==> src/design/cdr_pkg.sv <==
// Shared types, constants and calendar functions for the calendar date register.
package cdr_pkg;

    localparam int DAY_W     = 5;
    localparam int MONTH_W   = 4;
    localparam int IN_YEAR_W = 16;
    localparam int IN_STEP_W = 16;
    localparam int ACTION_W  = 2;

    localparam logic [ACTION_W-1:0] ACT_SET     = 2'd0;
    localparam logic [ACTION_W-1:0] ACT_ADVANCE = 2'd1;
    localparam logic [ACTION_W-1:0] ACT_COMPARE = 2'd2;

    localparam logic [MONTH_W-1:0] MONTH_JAN = 4'd1;
    localparam logic [MONTH_W-1:0] MONTH_FEB = 4'd2;
    localparam logic [MONTH_W-1:0] MONTHS    = 4'd12;

    // Year is tracked modulo 400, enough to decide every leap rule.
    localparam int YEAR_MOD = 400;
    localparam int REM_W    = 9;

    localparam logic [REM_W-1:0] REM_LAST = REM_W'(YEAR_MOD - 1);
    localparam logic [REM_W-1:0] REM_C1   = REM_W'(100);
    localparam logic [REM_W-1:0] REM_C2   = REM_W'(200);
    localparam logic [REM_W-1:0] REM_C3   = REM_W'(300);

    typedef struct packed {
        logic             done;
        logic [REM_W-1:0] rem;
    } rem_status_t;

    function automatic logic is_leap(input logic [REM_W-1:0] r);
        return (r[1:0] == 2'b00) && (r != REM_C1) && (r != REM_C2) && (r != REM_C3);
    endfunction

    function automatic logic [DAY_W-1:0] days_in_month(input logic [MONTH_W-1:0] m,
                                                       input logic leap);
        logic [DAY_W-1:0] n;
        n = 5'd31;
        if (m == MONTH_FEB) begin
            n = leap ? 5'd29 : 5'd28;
        end else if (m inside {4'd4, 4'd6, 4'd9, 4'd11}) begin
            n = 5'd30;
        end
        return n;
    endfunction

endpackage

==> src/design/calendar_date_register.sv <==
// Calendar date register: holds one Gregorian date; set, advance by days and compare.
// One item at a time. A compare, the unused action code, or an advance while the month
// is 0 passes through the DONE state to the output register. An advance from a valid
// date first subtracts one month length per cycle, a month boundary at a time, until
// the remaining days fit the month, then passes through DONE. A set waits while the
// year is reduced modulo 400 by a two-stage reciprocal multiply to find its leap
// status. The block is ready for the next item once a result is loaded into the
// output register; while that result waits, the next item is worked on and then
// held until the output register frees.
module calendar_date_register #(
    parameter int YEAR_BITS = 16,
    parameter int STEP_BITS = 16
) (
    input  logic                            aclk,
    input  logic                            aresetn,
    input  logic                            s_valid,
    output logic                            s_ready,
    input  logic [cdr_pkg::ACTION_W-1:0]    s_action,
    input  logic [cdr_pkg::DAY_W-1:0]       s_in_day,
    input  logic [cdr_pkg::MONTH_W-1:0]     s_in_month,
    input  logic [cdr_pkg::IN_YEAR_W-1:0]   s_in_year,
    input  logic [cdr_pkg::IN_STEP_W-1:0]   s_days_to_add,
    output logic                            m_valid,
    input  logic                            m_ready,
    output logic [cdr_pkg::DAY_W-1:0]       m_cur_day,
    output logic [cdr_pkg::MONTH_W-1:0]     m_cur_month,
    output logic [cdr_pkg::IN_YEAR_W-1:0]   m_cur_year,
    output logic                            m_is_default_date,
    output logic                            m_dates_equal,
    output logic                            m_stored_earlier
);
    import cdr_pkg::*;

    localparam int N_W   = (STEP_BITS < IN_STEP_W) ? STEP_BITS : IN_STEP_W;
    localparam int ACC_W = N_W + 1;

    localparam logic [1:0] ST_IDLE = 2'd0;
    localparam logic [1:0] ST_SET  = 2'd1;
    localparam logic [1:0] ST_ADV  = 2'd2;
    localparam logic [1:0] ST_DONE = 2'd3;

    logic [1:0]           state_reg, state_next;
    logic [DAY_W-1:0]     day_reg, day_next;
    logic [MONTH_W-1:0]   month_reg, month_next;
    logic [YEAR_BITS-1:0] year_reg, year_next;
    logic [REM_W-1:0]     r400_reg, r400_next;
    logic [ACC_W-1:0]     acc_reg, acc_next;
    logic [DAY_W-1:0]     set_day_reg, set_day_next;
    logic [MONTH_W-1:0]   set_month_reg, set_month_next;
    logic [YEAR_BITS-1:0] set_year_reg, set_year_next;
    logic                 eq_reg, eq_next;
    logic                 lt_reg, lt_next;

    logic                 out_valid_reg, out_valid_next;
    logic [DAY_W-1:0]     out_day_reg;
    logic [MONTH_W-1:0]   out_month_reg;
    logic [IN_YEAR_W-1:0] out_year_reg;
    logic                 out_def_reg, out_eq_reg, out_lt_reg;

    logic                 accept, out_free, rem_start;
    logic [YEAR_BITS-1:0] given_year;
    logic [DAY_W-1:0]     adv_len, set_len;
    rem_status_t          rem_st;

    assign accept     = s_valid && s_ready;
    assign s_ready    = (state_reg == ST_IDLE);
    assign out_free   = !out_valid_reg || m_ready;
    assign given_year = YEAR_BITS'(s_in_year);
    assign rem_start  = accept && (s_action == ACT_SET);
    assign adv_len    = days_in_month(month_reg, is_leap(r400_reg));
    assign set_len    = days_in_month(set_month_reg, is_leap(rem_st.rem));

    cdr_rem400 #(
        .YEAR_BITS (YEAR_BITS)
    ) u_rem (
        .aclk    (aclk),
        .aresetn (aresetn),
        .start   (rem_start),
        .value   (given_year),
        .status  (rem_st)
    );

    always_comb begin
        state_next     = state_reg;
        day_next       = day_reg;
        month_next     = month_reg;
        year_next      = year_reg;
        r400_next      = r400_reg;
        acc_next       = acc_reg;
        set_day_next   = set_day_reg;
        set_month_next = set_month_reg;
        set_year_next  = set_year_reg;
        eq_next        = eq_reg;
        lt_next        = lt_reg;
        out_valid_next = out_valid_reg && !m_ready;
        case (state_reg)
            ST_IDLE: begin
                if (accept) begin
                    eq_next    = 1'b0;
                    lt_next    = 1'b0;
                    state_next = ST_DONE;
                    case (s_action)
                        ACT_SET: begin
                            set_day_next   = s_in_day;
                            set_month_next = (s_in_month == '0 || s_in_month > MONTHS)
                                             ? MONTH_JAN : s_in_month;
                            set_year_next  = given_year;
                            state_next     = ST_SET;
                        end
                        ACT_ADVANCE: begin
                            acc_next = ACC_W'(day_reg) + ACC_W'(s_days_to_add[N_W-1:0]);
                            if (month_reg != '0 && month_reg <= MONTHS) begin
                                state_next = ST_ADV;
                            end
                        end
                        ACT_COMPARE: begin
                            eq_next = (day_reg == s_in_day) && (month_reg == s_in_month)
                                      && (year_reg == given_year);
                            if (year_reg != given_year) begin
                                lt_next = year_reg < given_year;
                            end else if (month_reg != s_in_month) begin
                                lt_next = month_reg < s_in_month;
                            end else begin
                                lt_next = day_reg < s_in_day;
                            end
                        end
                        default: begin
                            state_next = ST_DONE;
                        end
                    endcase
                end
            end
            ST_SET: begin
                if (rem_st.done) begin
                    day_next   = (set_day_reg > set_len) ? DAY_W'(1) : set_day_reg;
                    month_next = set_month_reg;
                    year_next  = set_year_reg;
                    r400_next  = rem_st.rem;
                    state_next = ST_DONE;
                end
            end
            ST_ADV: begin
                if (acc_reg > ACC_W'(adv_len)) begin
                    acc_next = acc_reg - ACC_W'(adv_len);
                    if (month_reg == MONTHS) begin
                        month_next = MONTH_JAN;
                        year_next  = year_reg + 1'b1;
                        r400_next  = (&year_reg || r400_reg == REM_LAST)
                                     ? '0 : r400_reg + 1'b1;
                    end else begin
                        month_next = month_reg + 1'b1;
                    end
                end else begin
                    day_next   = acc_reg[DAY_W-1:0];
                    state_next = ST_DONE;
                end
            end
            ST_DONE: begin
                if (out_free) begin
                    out_valid_next = 1'b1;
                    state_next     = ST_IDLE;
                end
            end
            default: begin
                state_next = ST_IDLE;
            end
        endcase
    end

    always_ff @(posedge aclk) begin
        if (!aresetn) begin
            state_reg     <= ST_IDLE;
            out_valid_reg <= 1'b0;
            day_reg       <= '0;
            month_reg     <= '0;
            year_reg      <= '0;
            r400_reg      <= '0;
        end else begin
            state_reg     <= state_next;
            out_valid_reg <= out_valid_next;
            day_reg       <= day_next;
            month_reg     <= month_next;
            year_reg      <= year_next;
            r400_reg      <= r400_next;
        end
        acc_reg       <= acc_next;
        set_day_reg   <= set_day_next;
        set_month_reg <= set_month_next;
        set_year_reg  <= set_year_next;
        eq_reg        <= eq_next;
        lt_reg        <= lt_next;
        if (state_reg == ST_DONE && out_free) begin
            out_day_reg   <= day_reg;
            out_month_reg <= month_reg;
            out_year_reg  <= IN_YEAR_W'(year_reg);
            out_def_reg   <= (day_reg == '0) && (month_reg == '0) && (year_reg == '0);
            out_eq_reg    <= eq_reg;
            out_lt_reg    <= lt_reg;
        end
    end

    assign m_valid           = out_valid_reg;
    assign m_cur_day         = out_day_reg;
    assign m_cur_month       = out_month_reg;
    assign m_cur_year        = out_year_reg;
    assign m_is_default_date = out_def_reg;
    assign m_dates_equal     = out_eq_reg;
    assign m_stored_earlier  = out_lt_reg;

endmodule

==> src/design/cdr_rem400.sv <==
// Remainder of a year modulo 400 by a two-stage reciprocal multiply.
module cdr_rem400 #(
    parameter int YEAR_BITS = 16
) (
    input  logic                  aclk,
    input  logic                  aresetn,
    input  logic                  start,
    input  logic [YEAR_BITS-1:0]  value,
    output cdr_pkg::rem_status_t  status
);
    import cdr_pkg::*;

    // year mod 400 = 16 * ((year >> 4) mod 25) + year[3:0]
    localparam int          X_W      = 28;
    localparam int          Q_W      = 24;
    localparam int          SHIFT    = 33;
    localparam logic [28:0] RECIP_25 = 29'd343597384;

    logic [X_W-1:0]   x_reg, x_next;
    logic [3:0]       lo_reg, lo_next;
    logic [Q_W-1:0]   q_reg, q_next;
    logic [REM_W-1:0] rem_reg, rem_next;
    logic             p1_reg, p2_reg, done_reg;
    logic [X_W+28:0]  prod;
    logic [X_W-1:0]   q25;

    assign prod   = (X_W+29)'(x_reg) * (X_W+29)'(RECIP_25);
    assign q_next = Q_W'(prod >> SHIFT);
    assign q25    = X_W'(q_reg) * X_W'(25);

    always_comb begin
        x_next   = x_reg;
        lo_next  = lo_reg;
        rem_next = rem_reg;
        if (start) begin
            x_next  = X_W'(value[YEAR_BITS-1:4]);
            lo_next = value[3:0];
        end
        if (p2_reg) begin
            rem_next = {5'(x_reg - q25), lo_reg};
        end
    end

    always_ff @(posedge aclk) begin
        if (!aresetn) begin
            p1_reg   <= 1'b0;
            p2_reg   <= 1'b0;
            done_reg <= 1'b0;
        end else begin
            p1_reg   <= start;
            p2_reg   <= p1_reg;
            done_reg <= p2_reg;
        end
        x_reg   <= x_next;
        lo_reg  <= lo_next;
        q_reg   <= q_next;
        rem_reg <= rem_next;
    end

    assign status.done = done_reg;
    assign status.rem  = rem_reg;

endmodule

==> config.mk <==
export PLATFORM = sky130hd
export DESIGN_NAME = calendar_date_register
export DESIGN_NICKNAME = d
export VERILOG_FILES = /design/src/design/cdr_pkg.sv /design/src/design/calendar_date_register.sv /design/src/design/cdr_rem400.sv
export SDC_FILE = /design/constraint.sdc
export NUM_CORES = 1
export LEC_CHECK = 0
export BUFFER_PORTS_ARGS = -buffer_cell sky130_fd_sc_hd__buf_2
export CORE_AREA = 2 2 157 159
export CTS_CLUSTER_SIZE = 25
export DETAILED_ROUTE_END_ITERATION = 8
export DIE_AREA = 0 0 159 161
export PLACE_DENSITY = 0.7
export RECOVER_POWER = 25
export SKIP_LAST_GASP = 1
export SLEW_MARGIN = 20
export SYNTH_ARGS = -nofsm -noshare
export SYNTH_HDL_FRONTEND = slang
export SYNTH_HIERARCHICAL = 1
export SYNTH_SLANG_ARGS = --single-unit
==> constraint.sdc <==
create_clock -name aclk -period 6.3 [get_ports aclk]
set_input_delay 0.315 -clock aclk [delete_from_list [all_inputs] [get_ports aclk]]
set_output_delay 0.315 -clock aclk [all_outputs]
set_load 0.02 [all_outputs]
Yosys cells after proc, flatten, opt, wreduce, memory -nomap -nowiden
Cells that the tools add are included.

operators by class
  $add $sub $neg = 6
  multiply operators = 2
  order comparisons = 7
  eq/ne operators = 35
  mux-type cells = 38
  reductions and logical operators = 41

operators with widths
  kind                                                                      number
  17-bit 2-to-1 mux                                                         3
  16-bit 2-to-1 mux                                                         3
  12-bit by 26-bit multiplier with 38-bit output (second input constant)    1
  9-bit 2-to-1 mux                                                          4
  17-bit case mux with 2 select lines                                       1
  16-bit case mux with 2 select lines                                       1
  24-bit by 5-bit multiplier with 5-bit output (second input constant)      1
  4-bit equality test (second input constant)                               5
  9-bit by 7-bit inequality test with 1-bit output (second input constant)  2
  9-bit by 8-bit inequality test with 1-bit output (second input constant)  2
  9-bit inequality test (second input constant)                             2
  9-bit case mux with 2 select lines                                        1
  5-bit by 16-bit adder with 17-bit output                                  1
  17-bit by 5-bit greater-than comparator with 1-bit output                 1
  17-bit by 5-bit subtractor with 17-bit output                             1
  16-bit by 1-bit adder with 16-bit output (second input constant)          1
  16-bit equality test                                                      1
  4-bit by 3-bit equality test with 1-bit output (second input constant)    4
  16-bit logical NOT                                                        1
  16-bit less-than comparator                                               1
  16-bit inequality test                                                    1
  16-bit AND reduction                                                      1
  1-bit logical AND                                                         15
  5-bit 2-to-1 mux                                                          3
  other kinds (34)                                                          72

storage, ports and cells
  register bits = 161
  word-level logic and storage cells = 154

Longest topological paths before layout
  word-level depth = 10
  depth in mapped cells = 17
  depth with buffers taken out = 16

By module
Netlist, hierarchy kept.

modules (own cells, without submodules)
  module                  instances  cells an instance  area each (um^2)
  calendar_date_register  1          661                6427.4
  cdr_rem400              1          502                5341.4

Least setup slack after synthesis
OpenSTA, ideal clock, no wires.

  path type = reg2reg
  from = register u_rem.x_reg[10]
  to = register u_rem.q_reg[0]
  setup time = 0.116 ns
  arrival time = 4.655 ns
  data required time = 6.184 ns
  setup slack = 1.530 ns
  cell stages (with the launch flop) = 16
  path buffers = 0
  cell sequence = edfxtp_1 > fa_1 > inv_1 > fa_1 > inv_1 > fa_1 > fa_1 > inv_1 > fa_1 > inv_1 > ha_1 > nand4_1 > or2_2 > nor3_1 > or4b_1 > and3_1

between the ends
  longest elaborated chain between the ends = 1

RTL lines
  item                                            line              RTL
  start: declaration                              cdr_rem400.sv:19  logic [X_W-1:0] x_reg, x_next;
  start signal: assignment                        cdr_rem400.sv:54  x_reg <= x_next;
  12-bit by 26-bit multiplier with 38-bit output  cdr_rem400.sv:27  assign prod = (X_W+29)'(x_reg) * (X_W+29)'(RECIP_25);
  named net u_rem.prod[33]                        cdr_rem400.sv:24  logic [X_W+28:0] prod;
  end signal: assignment                          cdr_rem400.sv:56  q_reg <= q_next;
  end: declaration                                cdr_rem400.sv:21  logic [Q_W-1:0] q_reg, q_next;

The timed path passes the listed nets, and every way through them passes these cells.
A chain may end at the register's enable or synchronous reset.

Worst setup path after layout
  from = register u_rem.x_reg[10]
  to = register u_rem.q_reg[2]

The elaborated chain is that of the path after synthesis.

==> summary.md <==
| Metric | Value |
|---|---|
| Outcome | finished with violations |
| Violated checks | max-capacitance violations, max-slew violations |
| Post-Route Setup TNS | 0 ns |
| Max Clk Rate | 197 MHz |
| Worst-path clk slew | 0.07 ns |
| Antenna fix cells | 0 |
| Asr flop ratio synth | 0% |
| CP Launch Type | register |
| Syn Std Cell Area | 0.0118 mm^2 |
| Unrepaired setup endpoints after global routing | no |
| Post-CTS setup buffers | 0 |
| Antenna violations before repair | 0 |
| Place WS | 1.24 ns |
| Crit path capture type | register |
| EDFF count, synth | 97 |
| Worst Hold Class | input port to register |
| Critical Path Source | u_rem/x_reg[10] |
| Total leakage power | 0.00578 uW |
| CTS Buf Count | 17 |
| Number of flip-flops under the largest register name | 17 |
| CP Class | register to register |
| RePlAce Congestion | 0.964 |
| Drt pass-1 iters | 5 |
| Max-slew violation count | 34 |
| Layout net count | 1528 |
| Vias per cell | 5.57 |
| Input/output buffers | 76 |
| Post-Syn Nets | 1452 |
| Die H | 161 um |
| Cell Pwr Density | 445 mW/mm^2 |
| Warnings, synthesis | 6 |
| # clock sinks | 142 |
| Hold_buf cts | 0 |
| GR Overflow Total | 0 |
| Mean post-synth cell area | 10.1 um^2 |
| Vias in the first global route | 8671 |
| Antenna Nets Post-Route | 0 |
| CTS H-tree lvls | 4 |
| Critical path arrival | 5.36 ns |
| Die Width | 159 um |
| Final Hold Vio Count | 0 |
| Post-Route WL | 28.4 mm |
| Ports | 77 |
| Synthesized flop and latch total | 142 |
| Rel. slew slack | -3.79% |
| Final Cycle Share | 80.4% |
| Clk_lat worst skew | 0.43 ns |
| Layout cells sized above 1 | 10.1% |
| Area delta synth->final | 11.1% |
| Global-route wire length before repair | 45.4 mm |
| Final HPWL DP | 22.2 mm |
| Drt wl/cell | 18.0 um |
| Std-Cell Rows | 57 |
| Post-CTS Resized | 0 |
| Hold wc startpoint | s_in_day[2] |
| RR Startpoint | u_rem/x_reg[10] |
| # DRC | 0 |
| Final hold slack | 0.0800 ns |
| CTS Root Cell | clkbuf_16 |
| Max FO, Critical Path | 8 |
| Worst-case clock buffer depth | 2 |
| DR vias | 8771 |
| Minimum clock period | 5.06 ns |
| GRT Util Overall | 22.5% |
| Worst EP required | 6.59 ns |
| Core ar. | 0.0240 mm^2 |
| Initial core utilization | 49.1% |
| Largest net degree at the start of global routing | 64 |
| Final setup vio count | 0 |
| Clock skew | 0.0130 ns |
| CTS tree | built |
| Number of DRC markers in iteration 0 | 705 |
| Hold path depth | 1 |
| Worst VDD drop | 0.000206 V |
| Die area | 0.0256 mm^2 |
| R2r worst-path depth | 16 |
| Max_cap viols | 1 |
| Post-synthesis sequential area ratio | 32.4% |
| Setup WS post-layout | 1.24 ns |
| Mapped Cells | 1163 |
| Worst-Margin Slew | 1.56 ns |
| Synth unique cells | 75 |
| Post-synth top flop | edfxtp_1 |
## layout make-up
cell class                      instances  area [um^2]
Clock buffer                           19          443
Sequential cell                       142         3810
Inverter                              204          766
Clock inverter                         13          153
Tap cell                              324          405
Multi-Input combinational cell        791         7090
Timing Repair Buffer                   83          404
Fill cell                            2159        10900
## kinds of logic (layout without fill, tap and decap cells)
kind of cell | after synthesis | after routing | synth area share, %
DFF | 142 | 142 | 32.4
and+or+nand+nor | 287 | 287 | 12.9
adders and majority gates | 242 | 242 | 30.8
buffers and inverters | 230 | 319 | 7.46
muxes | 13 | 13 | 1.12
xor gates and xnor gates | 43 | 43 | 3.20
AOI/OAI and AO/OA | 206 | 206 | 12.1
## report_power, final
group          total (uW)  internal (uW)  switching [uW]
combinational        3210           1350            1860
clock                1020            601             419
sequential           1590           1300             291
## cell usage after synthesis, drive strengths merged, types with 4 or more instances
cell,instances,share of area (%)
a211oi,22,1.6
a21o,15,0.96
a21oi,54,2.4
a22oi,8,0.55
and2,11,0.58
and3,9,0.48
buf,11,0.48
clkbuf,15,0.48
dfxtp,45,7.7
edfxtp,97,25
fa,80,14
ha,162,17
inv,202,6.4
mux2i,12,1.0
nand2,70,2.2
nand2b,6,0.32
nand3,41,1.7
nand3b,4,0.26
nand4,16,0.90
nor2,63,2.1
nor2b,12,0.64
nor3,14,0.69
nor4,14,1.1
o211ai,7,0.56
o21a,5,0.32
o21ai,42,1.8
o21bai,4,0.26
o221ai,6,0.45
o31ai,8,0.51
o32ai,6,0.45
or2,5,0.27
or3,7,0.37
xnor2,25,1.9
xor2,18,1.3
## path summary, 6_finish.rpt
kind | to | slack [ns]
max | u_rem/q_reg[2] | 1.24
min | set_day_reg[2] | 0.08
max reg2reg | u_rem/q_reg[2] | 1.24
min reg2reg | u_rem/rem_reg[3] | 0.42
## worst max-delay path, stage by stage, from the launching register on
cell	delay [ns]
edfxtp_1	0.54
fa_1	0.65
inv_1	0.08
fa_1	0.50
inv_1	0.05
fa_1	0.50
fa_1	0.54
inv_1	0.05
fa_1	0.52
inv_1	0.04
ha_1	0.32
nand4_1	0.16
nor4_4	0.08
a41oi_1	0.21
clkinv_1	0.11
a2111oi_0	0.45
a211oi_1	0.10
## through the flow
step	total power, uW	utilization (%)	std cells	area [um^2]
2_1_floorplan	4000	-	1163	11800
3_3_place_gp	4700	52.2	1544	12500
3_5_place_dp	4780	52.2	1544	12500
4_1_cts	5830	54.7	1576	13100
5_1_grt	6320	54.5	1576	13100
6_report	5820	54.5	1576	13100
## placed cells by master, fill, tap and decap left out, types with 7 or more instances in the layout
master / netlist / final
nand3_1: 41 / 41
mux2i_1: 12 / 12
a21oi_1: 52 / 52
or3_1: 7 / 7
clkbuf_16: 0 / 17
o31ai_1: 8 / 8
nand2_1: 70 / 70
nor4_1: 10 / 10
fa_1: 80 / 80
nand4_1: 15 / 15
nor2_1: 62 / 62
dfxtp_1: 45 / 45
o21ai_0: 36 / 36
and2_1: 11 / 11
xor2_1: 18 / 18
nor2b_1: 12 / 11
clkbuf_1: 15 / 22
a21o_1: 15 / 15
a22oi_1: 7 / 7
edfxtp_1: 97 / 97
a211oi_1: 19 / 18
nor3_1: 13 / 13
inv_1: 202 / 202
ha_1: 162 / 161
xnor2_1: 25 / 25
buf_2: 3 / 56
and3_1: 9 / 9
## per-layer routing
| layer | wire length, um | vias to the layer above | global-route usage [%] |
|---|---|---|---|
| met5 | 0 | - | 0 |
| met4 | 659 | 0 | 6.78 |
| met3 | 1300 | 41 | 3.44 |
| met2 | 13500 | 246 | 37.5 |
| met1 | 12900 | 4295 | 30.5 |
| li1 | - | 4189 | - |
Note: power is estimated with default switching activity, not from simulation.
